**src/cdq_pkg.sv**
```systemverilog
// Package for the circular deque unit: request and status codes, cell
// commands, sequencer states and the control struct of the cell row.
// No dependencies.
`timescale 1ns / 1ps

package cdq_pkg;

  // Default number of cells in the row
  localparam int unsigned DEPTH_DEF = 8;

  // Word and field widths
  localparam int unsigned WORD_W = 32;
  localparam int unsigned REQ_W  = 3;
  localparam int unsigned STAT_W = 3;

  typedef logic signed [WORD_W-1:0] word_t;

  // Restriction mode register values
  localparam logic MODE_IN_RESTR  = 1'b0;  // no front insert
  localparam logic MODE_OUT_RESTR = 1'b1;  // no rear delete

  // Request kinds
  typedef enum logic [REQ_W-1:0] {
    REQ_PUSH_REAR  = 3'd0,
    REQ_PUSH_FRONT = 3'd1,
    REQ_POP_FRONT  = 3'd2,
    REQ_POP_REAR   = 3'd3,
    REQ_LIST       = 3'd4
  } req_e;

  // Result status codes
  typedef enum logic [STAT_W-1:0] {
    STAT_OK      = 3'd0,
    STAT_OVER    = 3'd1,
    STAT_UNDER   = 3'd2,
    STAT_EMPTY   = 3'd3,
    STAT_REFUSED = 3'd4
  } stat_e;

  // Command broadcast to every cell
  typedef enum logic [2:0] {
    CELL_HOLD,
    CELL_PUSH_FRONT,
    CELL_PUSH_REAR,
    CELL_POP_FRONT,
    CELL_ROTATE
  } cell_cmd_e;

  // Sequencer states
  typedef enum logic {
    ST_IDLE,
    ST_LIST
  } state_e;

  // Control group from the sequencer to the cell row
  typedef struct packed {
    cell_cmd_e cmd;
    word_t     item;
  } cell_ctrl_t;

endpackage

```
**src/cdq_cell.sv**
```systemverilog
// One cell of the deque row: holds one word and takes its next value from
// its left or right neighbour, the front cell or the new item.
// Depends on cdq_pkg.
`timescale 1ns / 1ps

module cdq_cell (
  input  logic               clk_i,
  input  cdq_pkg::cell_ctrl_t ctrl_i,
  input  logic               occ_i,       // this cell holds a queued word
  input  logic               occ_prev_i,  // left neighbour occupied (or row start)
  input  logic               occ_next_i,  // right neighbour occupied
  input  cdq_pkg::word_t     left_i,
  input  cdq_pkg::word_t     right_i,
  input  cdq_pkg::word_t     wrap_i,      // word of the front cell
  output cdq_pkg::word_t     data_o,
  output cdq_pkg::word_t     tail_o       // own word if this is the rear cell, else zero
);

  cdq_pkg::word_t data_q;
  cdq_pkg::word_t data_d;

  // Pick the next word for this cell
  always_comb begin
    data_d = data_q;
    case (ctrl_i.cmd)
      cdq_pkg::CELL_PUSH_FRONT: data_d = left_i;
      cdq_pkg::CELL_PUSH_REAR: begin
        if (!occ_i && occ_prev_i) begin
          data_d = ctrl_i.item;
        end
      end
      cdq_pkg::CELL_POP_FRONT: data_d = right_i;
      cdq_pkg::CELL_ROTATE:    data_d = occ_next_i ? right_i : wrap_i;
      default:                 data_d = data_q;
    endcase
  end

  // Hold the word
  always_ff @(posedge clk_i) begin
    data_q <= data_d;
  end

  assign data_o = data_q;
  assign tail_o = (occ_i && !occ_next_i) ? data_q : '0;

endmodule

```
**src/circular_deque_unit.sv**
```systemverilog
// Double-ended queue built from a row of word cells with the front in cell 0.
// An accepted request's first result is loaded into the output register in the next cycle.
// Inserts, deletes and refused or failed requests give one result each, and a new request
// is taken when the output register is free; a listing gives one stored word per cycle by
// rotating the cell row while the result stream does not stall (one result when empty).
// Reset clears fill count, sequencer, output valid flag and mode; cell words and payload stay.
`timescale 1ns / 1ps

module circular_deque_unit #(
  parameter int unsigned DEPTH = cdq_pkg::DEPTH_DEF
) (
  input  logic                       clk_i,
  input  logic                       rst_ni,
  // Mode register write channel
  input  logic                       cfg_valid_i,
  output logic                       cfg_ready_o,
  input  logic                       cfg_data_i,     // [0] restrict_mode
  // Request stream
  input  logic                       s_axis_tvalid_i,
  output logic                       s_axis_tready_o,
  input  logic [cdq_pkg::WORD_W-1:0] s_axis_tdata_i, // [31:0] item_value
  input  logic [cdq_pkg::REQ_W-1:0]  s_axis_tuser_i, // [2:0] req_type
  // Result stream
  output logic                       m_axis_tvalid_o,
  input  logic                       m_axis_tready_i,
  output logic [cdq_pkg::WORD_W-1:0] m_axis_tdata_o, // [31:0] data_out
  output logic [cdq_pkg::STAT_W-1:0] m_axis_tuser_o, // [2:0] status
  output logic                       m_axis_tlast_o  // last_flag
);

  localparam int unsigned CntW = $clog2(DEPTH + 1);

  // Mode register
  logic mode_q;

  // Fill count and listing countdown
  logic [CntW-1:0] count_q, count_d;
  logic [CntW-1:0] rem_q, rem_d;

  cdq_pkg::state_e state_q, state_d;

  // Output register
  logic                  out_valid_q;
  cdq_pkg::stat_e        out_stat_q, out_stat_d;
  cdq_pkg::word_t        out_data_q, out_data_d;
  logic                  out_last_q, out_last_d;
  logic                  load_out;

  // Cell row
  cdq_pkg::cell_ctrl_t   ctrl;
  cdq_pkg::word_t        cell_data [DEPTH];
  cdq_pkg::word_t        cell_tail [DEPTH];
  logic [DEPTH-1:0]      occ;
  cdq_pkg::word_t        tail_word;

  logic           in_acc;
  logic           out_free;
  cdq_pkg::req_e  req;
  logic           full;
  logic           empty;

  assign cfg_ready_o     = 1'b1;
  assign out_free        = !out_valid_q || m_axis_tready_i;
  assign s_axis_tready_o = (state_q == cdq_pkg::ST_IDLE) && out_free;
  assign in_acc          = s_axis_tvalid_i && s_axis_tready_o;
  assign req             = cdq_pkg::req_e'(s_axis_tuser_i);
  assign full            = (count_q == CntW'(DEPTH));
  assign empty           = (count_q == '0);

  // Occupancy of each cell from the fill count
  always_comb begin
    for (int i = 0; i < DEPTH; i++) begin
      occ[i] = (count_q > CntW'(i));
    end
  end

  // Build the row
  for (genvar g = 0; g < DEPTH; g++) begin : g_cell
    cdq_pkg::word_t left_w;
    cdq_pkg::word_t right_w;
    logic           prev_w;
    logic           next_w;

    if (g == 0) begin : g_first
      assign left_w = ctrl.item;
      assign prev_w = 1'b1;
    end else begin : g_mid_l
      assign left_w = cell_data[g-1];
      assign prev_w = occ[g-1];
    end

    if (g == DEPTH - 1) begin : g_last
      assign right_w = cell_data[g];
      assign next_w  = 1'b0;
    end else begin : g_mid_r
      assign right_w = cell_data[g+1];
      assign next_w  = occ[g+1];
    end

    cdq_cell u_cell (
      .clk_i      (clk_i),
      .ctrl_i     (ctrl),
      .occ_i      (occ[g]),
      .occ_prev_i (prev_w),
      .occ_next_i (next_w),
      .left_i     (left_w),
      .right_i    (right_w),
      .wrap_i     (cell_data[0]),
      .data_o     (cell_data[g]),
      .tail_o     (cell_tail[g])
    );
  end

  // Gather the rear word: only the rear cell drives a nonzero value
  always_comb begin
    tail_word = '0;
    for (int i = 0; i < DEPTH; i++) begin
      tail_word = tail_word | cell_tail[i];
    end
  end

  // Next state
  always_comb begin
    state_d = state_q;
    case (state_q)
      cdq_pkg::ST_IDLE: begin
        if (in_acc && req == cdq_pkg::REQ_LIST && count_q > CntW'(1)) begin
          state_d = cdq_pkg::ST_LIST;
        end
      end
      cdq_pkg::ST_LIST: begin
        if (out_free && rem_q == CntW'(1)) begin
          state_d = cdq_pkg::ST_IDLE;
        end
      end
      default: state_d = cdq_pkg::ST_IDLE;
    endcase
  end

  // Decode requests, drive the row and form results
  always_comb begin
    ctrl.cmd   = cdq_pkg::CELL_HOLD;
    ctrl.item  = cdq_pkg::word_t'(s_axis_tdata_i);
    load_out   = 1'b0;
    out_stat_d = cdq_pkg::STAT_OK;
    out_data_d = '0;
    out_last_d = 1'b1;
    count_d    = count_q;
    rem_d      = rem_q;
    case (state_q)
      cdq_pkg::ST_IDLE: begin
        if (in_acc) begin
          load_out = 1'b1;
          case (req)
            cdq_pkg::REQ_PUSH_REAR, cdq_pkg::REQ_PUSH_FRONT: begin
              if (req == cdq_pkg::REQ_PUSH_FRONT && mode_q == cdq_pkg::MODE_IN_RESTR) begin
                out_stat_d = cdq_pkg::STAT_REFUSED;
              end else if (full) begin
                out_stat_d = cdq_pkg::STAT_OVER;
              end else begin
                ctrl.cmd = (req == cdq_pkg::REQ_PUSH_FRONT) ? cdq_pkg::CELL_PUSH_FRONT
                                                            : cdq_pkg::CELL_PUSH_REAR;
                count_d  = count_q + CntW'(1);
              end
            end
            cdq_pkg::REQ_POP_FRONT, cdq_pkg::REQ_POP_REAR: begin
              if (req == cdq_pkg::REQ_POP_REAR && mode_q == cdq_pkg::MODE_OUT_RESTR) begin
                out_stat_d = cdq_pkg::STAT_REFUSED;
              end else if (empty) begin
                out_stat_d = cdq_pkg::STAT_UNDER;
              end else begin
                if (req == cdq_pkg::REQ_POP_FRONT) begin
                  ctrl.cmd   = cdq_pkg::CELL_POP_FRONT;
                  out_data_d = cell_data[0];
                end else begin
                  out_data_d = tail_word;
                end
                count_d = count_q - CntW'(1);
              end
            end
            cdq_pkg::REQ_LIST: begin
              if (empty) begin
                out_stat_d = cdq_pkg::STAT_EMPTY;
              end else begin
                ctrl.cmd   = cdq_pkg::CELL_ROTATE;
                out_data_d = cell_data[0];
                out_last_d = (count_q == CntW'(1));
                rem_d      = count_q - CntW'(1);
              end
            end
            default: out_stat_d = cdq_pkg::STAT_REFUSED;
          endcase
        end
      end
      cdq_pkg::ST_LIST: begin
        if (out_free) begin
          load_out   = 1'b1;
          ctrl.cmd   = cdq_pkg::CELL_ROTATE;
          out_data_d = cell_data[0];
          out_last_d = (rem_q == CntW'(1));
          rem_d      = rem_q - CntW'(1);
        end
      end
      default: ;
    endcase
  end

  // Control registers
  always_ff @(posedge clk_i or negedge rst_ni) begin
    if (!rst_ni) begin
      state_q     <= cdq_pkg::ST_IDLE;
      count_q     <= '0;
      rem_q       <= '0;
      mode_q      <= cdq_pkg::MODE_IN_RESTR;
      out_valid_q <= 1'b0;
    end else begin
      state_q <= state_d;
      count_q <= count_d;
      rem_q   <= rem_d;
      if (cfg_valid_i && cfg_ready_o) begin
        mode_q <= cfg_data_i;
      end
      if (load_out) begin
        out_valid_q <= 1'b1;
      end else if (m_axis_tready_i) begin
        out_valid_q <= 1'b0;
      end
    end
  end

  // Result payload
  always_ff @(posedge clk_i) begin
    if (load_out) begin
      out_stat_q <= out_stat_d;
      out_data_q <= out_data_d;
      out_last_q <= out_last_d;
    end
  end

  assign m_axis_tvalid_o = out_valid_q;
  assign m_axis_tdata_o  = out_data_q;
  assign m_axis_tuser_o  = out_stat_q;
  assign m_axis_tlast_o  = out_last_q;

  // Fill count stays within the row
  a_count_range: assert property (@(posedge clk_i) disable iff (!rst_ni)
    count_q <= CntW'(DEPTH))
    else $error("fill count beyond depth");

  // No request taken while a listing runs
  a_list_blocks: assert property (@(posedge clk_i) disable iff (!rst_ni)
    state_q == cdq_pkg::ST_LIST |-> !s_axis_tready_o)
    else $error("request accepted during listing");

  // Fill count moves only on an accepted item
  a_count_moves: assert property (@(posedge clk_i) disable iff (!rst_ni)
    !in_acc |=> $stable(count_q))
    else $error("fill count changed without a request");

  // A pending result outside a listing is always the final one of its request
  a_idle_last: assert property (@(posedge clk_i) disable iff (!rst_ni)
    out_valid_q && state_q == cdq_pkg::ST_IDLE |-> out_last_q)
    else $error("unfinished request left in idle");

endmodule
```
**config.mk**
```make
export PLATFORM = sky130hd
export DESIGN_NAME = circular_deque_unit
export DESIGN_NICKNAME = d
export VERILOG_FILES = /design/src/cdq_pkg.sv /design/src/cdq_cell.sv /design/src/circular_deque_unit.sv
export SDC_FILE = /design/constraint.sdc
export NUM_CORES = 1
export LEC_CHECK = 0
export BUFFER_PORTS_ARGS = -buffer_cell sky130_fd_sc_hd__buf_4
export CORE_MARGIN = 2
export CORE_UTILIZATION = 38
export DETAILED_ROUTE_END_ITERATION = 16
export GPL_ROUTABILITY_DRIVEN = 0
export HOLD_SLACK_MARGIN = 0.02
export SLEW_MARGIN = 5
export SYNTH_ARGS = -nofsm -noshare
export SYNTH_HDL_FRONTEND = slang
export SYNTH_SLANG_ARGS = --single-unit
```
**constraint.sdc**
```tcl
create_clock -name clk_i -period 7.4 [get_ports clk_i]
set_input_delay 0.37 -clock clk_i [delete_from_list [all_inputs] [get_ports clk_i]]
set_output_delay 0.37 -clock clk_i [all_outputs]
set_load 0.02 [all_outputs]
```
==> summary.txt <==
Run status
  – Status: finished clean

Synth
  – Netlist Area Pre-Place: ~0.017 sq mm
  – Post-synth EDFFs: 292
  – Syn Nets: roughly 1700
  – Cell taking the most area after synthesis: edfxtp_1
  – Synthesized flop and latch total: roughly 300
  – Ys flop type: edfxtp_1
  – Yosys cell types: 63
  – Post-synthesis sequential area ratio: 0.5350
  – Synth top area share: 0.5187
  – Synth Warn #: 0
  – Synth cell count leaders: edfxtp_1 (292), nand2_1 (193), o21ai_0 (182), a31oi_1 (147), nor2_1 (138)
  – Synth top area cells: edfxtp_1 (52%), a31oi_1 (5.4%), o21ai_0 (5.4%)
  – Mean Syn Cell Area: between 9 and 10 sq um
  – Post-Syn Instances: 1691
  – Ys async rst share: 0.03630
  – Most frequent cell after synthesis: edfxtp_1

Floorplanning
  – Die height: approximately 210 um
  – Std-Cell Core Area: between 0.04 and 0.05 sq mm
  – Ports: 80
  – Die W: around 210 um
  – Die ar.: 0.04619 sq mm
  – Rows: just under 80
  – Initial core utilization: 0.3840

STA
  – Worst Setup Slack, final: 2.900 ns
  – Tmin final: roughly 4.5 ns
  – TNS Setup: 0 ns
  – Fmax: roughly 220 MHz
  – Unrepaired setup endpoints after global routing: false
  – Final Hold Fails: 0
  – Clock Skews: between 0.02 and 0.025 ns
  – Tcrit/Tclk final: 0.6081
  – # setup viols final: 0
  – Worst relative slew slack: 0.2151
  – Hold slack: 0.05769 ns
  – Final Max Tran Viols: 0
  – Worst Tran Pin Value: about 1.2 ns

Setup path
  – Family with the most delay on the worst path: simple AND/OR/NAND/NOR gates
  – WS Path Type: reg -> reg
  – Buf/Inv on CP: 3
  – CP Max Fanout: 45
  – Worst path slowest cell: and2_0
  – CP Launch Type: flop
  – Crit. End Element: flop
  – Crit path cell chain: inv_1 -> ha_1 -> or3b_1 -> and4_4 -> a211oi_4 -> buf_4 -> and2_0 -> nor2_4 -> buf_4
  – CP Data Required Time: roughly 7.7 ns
  – Top cell by count, worst path: buf_4
  – Critical Path Max Stage Delay: ~0.91 ns
  – Data arrival, critical path: 4.75 ns

Power and ir drop
  – Power share of the combinational group: 0.400
  – Seq pwr share: 0.406
  – Power Density: between 400 and 500 mW/mm^2
  – Sw power: between 3000 and 4000 uW
  – Worst-case vdd ir drop: approximately 0.25 mV
  – Switching part of the total: 0.4206
  – Clk pwr share: 0.194
  – Int Pwr: 5194 uW
  – Leakage: approximately 0.0066 uW

Clock tree
  – H-tree depth: 2
  – Clock latency on the worst-skew pair: ~0.54 ns
  – Clk sink count: just over 300
  – Deepest clock path buffer count: 3
  – CTS tree: built
  – Clock transition at path regs: 0.06 ns
  – Root buffer cell: clkbuf_16
  – Num CTS Buffers: 35

Global route
  – Largest net degree at the start of global routing: 110
  – GR Overflow Total: 0
  – Gr usage total: 0.2564
  – Global-route wire length before repair: about 90000 um
  – Initial antenna violation count: 0
  – Number of global-route vias before repair: between 10000 and 15000

Placed design
  – Pre-CTS worst setup slack: 3.002 ns
  – DP Cell Count: roughly 2200
  – Placed inst area: about 0.018 sq mm
  – HPWL after DPL: between 30000 and 40000 um
  – Port buffer count: 78

Drt
  – DR WL/cell: 26.68 um
  – Initial DRC Count: around 2300
  – Drt first pass iters: 10
  – Via count: 14940
  – Residual DRC count: 0
  – Final WL: 61200 um
  – Post-DRT Antenna Nets: 0
  – Post-DR vias/cell: 6.513

Layout
  – Synth-to-Final Area Change: 12.92%
  – Layout cells sized above 1: 0.1439
  – Non-Filler Instances: around 2300
  – NumNets Final: around 1700
  – # diodes: 0
  – Post-Layout Inst Area: about 0.019 sq mm

Flow run
  – Maximum Capacitance Violations: 0

Hold path
  – Hold WC Path Type: in -> reg
-- sequential cells by signal (all words and copies together) (netlist names) --
name	count
m_axis_tlast_o	1
g_cell.u_cell.data_o	256
state_q	1
rem_q	4
m_axis_tdata_o	32
mode_q	1
count_q	4
m_axis_tuser_o	3
m_axis_tvalid_o	1
-- per-layer routing --
metal | vias to the layer above | wire, um | GRT usage
li1 | 6425 | - | -
met1 | 7107 | 23590 | 0.3423
met2 | 1184 | 27530 | 0.3937
met3 | 224 | 7196 | 0.05421
met4 | 0 | 2881 | 0.1313
met5 | - | 0 | 0
-- worst reg2reg max path, cell delays in order (launching register included) --
cell and delay, ns:
dfrtp_1 0.46, inv_1 0.14, ha_1 0.33, or3b_1 0.59, and4_4 0.31, a211oi_4 0.15, buf_4 0.60, and2_0 0.92
nor2_4 0.36, buf_4 0.37
-- logic make-up (layout without fill, tap and decap cells) --
family / after synthesis / after routing / share of synthesized area
AO/OA/AOI/OAI: 608 / 608 / 0.2394
AND/OR/NAND/NOR: 479 / 479 / 0.1277
flip-flops: 303 / 303 / 0.5350
buffers and inverters: 239 / 250 / 0.05884
multiplexers: 47 / 47 / 0.03027
XOR/XNOR: 8 / 8 / 0.004145
adder cells (fa/ha/maj): 6 / 6 / 0.004441
other: 1 / 1 / 0.0002218
-- stage by stage --
| step | util | power, uW |
|---|---|---|
| 3_5_place_dp | 0.4077 | 7121 |
| 5_1_grt | 0.4335 | 9354 |
| 6_report | 0.4335 | 8964 |
| 3_3_place_gp | 0.4077 | 7064 |
| 2_1_floorplan | - | 5739 |
| 4_1_cts | 0.4334 | 8870 |
-- power groups by stage --
stage / clock network (uW) / registers (uW) / logic (uW)
floorplan: 0 / 3450 / 2290
global placement: 0 / 3630 / 3430
detailed placement: 0 / 3630 / 3490
CTS: 1760 / 3610 / 3500
global route: 1830 / 3710 / 3810
finish: 1740 / 3640 / 3590
-- what timing repair did --
item	in CTS	in global routing
hold buffers	1	0
buffers inserted	0	0
gates resized for setup	0	0
hold endpoints to repair	11	0
-- cell usage in the layout (no fill, tap or decap), types with 4 or more instances in the layout --
master,synthesis,routed
o21ai_1,8,8
a21o_1,33,33
clkbuf_1,100,8
ha_1,6,6
a32oi_1,21,21
inv_1,68,68
o21ai_0,182,182
xor2_1,5,5
o211ai_1,18,18
a222oi_1,32,32
clkbuf_16,0,36
nor2_1,138,131
nor2b_1,8,7
a21oi_1,18,13
a31oi_1,147,147
nor2_4,1,8
a22oi_1,97,97
a21oi_4,0,5
nand2_1,193,190
nand2_2,5,8
nand4_1,15,15
nand3_1,58,57
and2_1,31,30
o221ai_1,36,36
mux2i_1,14,14
edfxtp_1,292,292
dfrtp_1,11,10
nor3_1,7,6
clkinv_2,0,9
mux2_2,32,32
clkinv_1,0,4
buf_4,1,117
-- layout make-up --
class	instances	area [sq um]
repair buffers	118	888.4
flip-flops and latches	303	9045
clock buffers	44	930.9
fillers	4166	24940
inverters	68	255.2
multi-input cells	1149	7038
well taps	592	740.7
clock inverters	20	190.2
-- final timing paths --
| kind | from | to | slack [ns] | cells past startpoint |
|---|---|---|---|---|
| setup reg to reg | count_q[0] | g_cell[5].u_cell.data_o[22] | 2.90 | 9 |
| max in group asynchronous | rst_ni | count_q[3] | 7.00 | 2 |
| hold / removal | s_axis_tvalid_i | m_axis_tvalid_o | 0.06 | 2 |
| hold reg to reg | rem_q[1] | rem_q[1] | 0.59 | 2 |
| setup / recovery | count_q[0] | g_cell[5].u_cell.data_o[22] | 2.90 | 9 |
| min in group asynchronous | rst_ni | mode_q | 0.22 | 2 |
(Power assumes the default switching activity.)
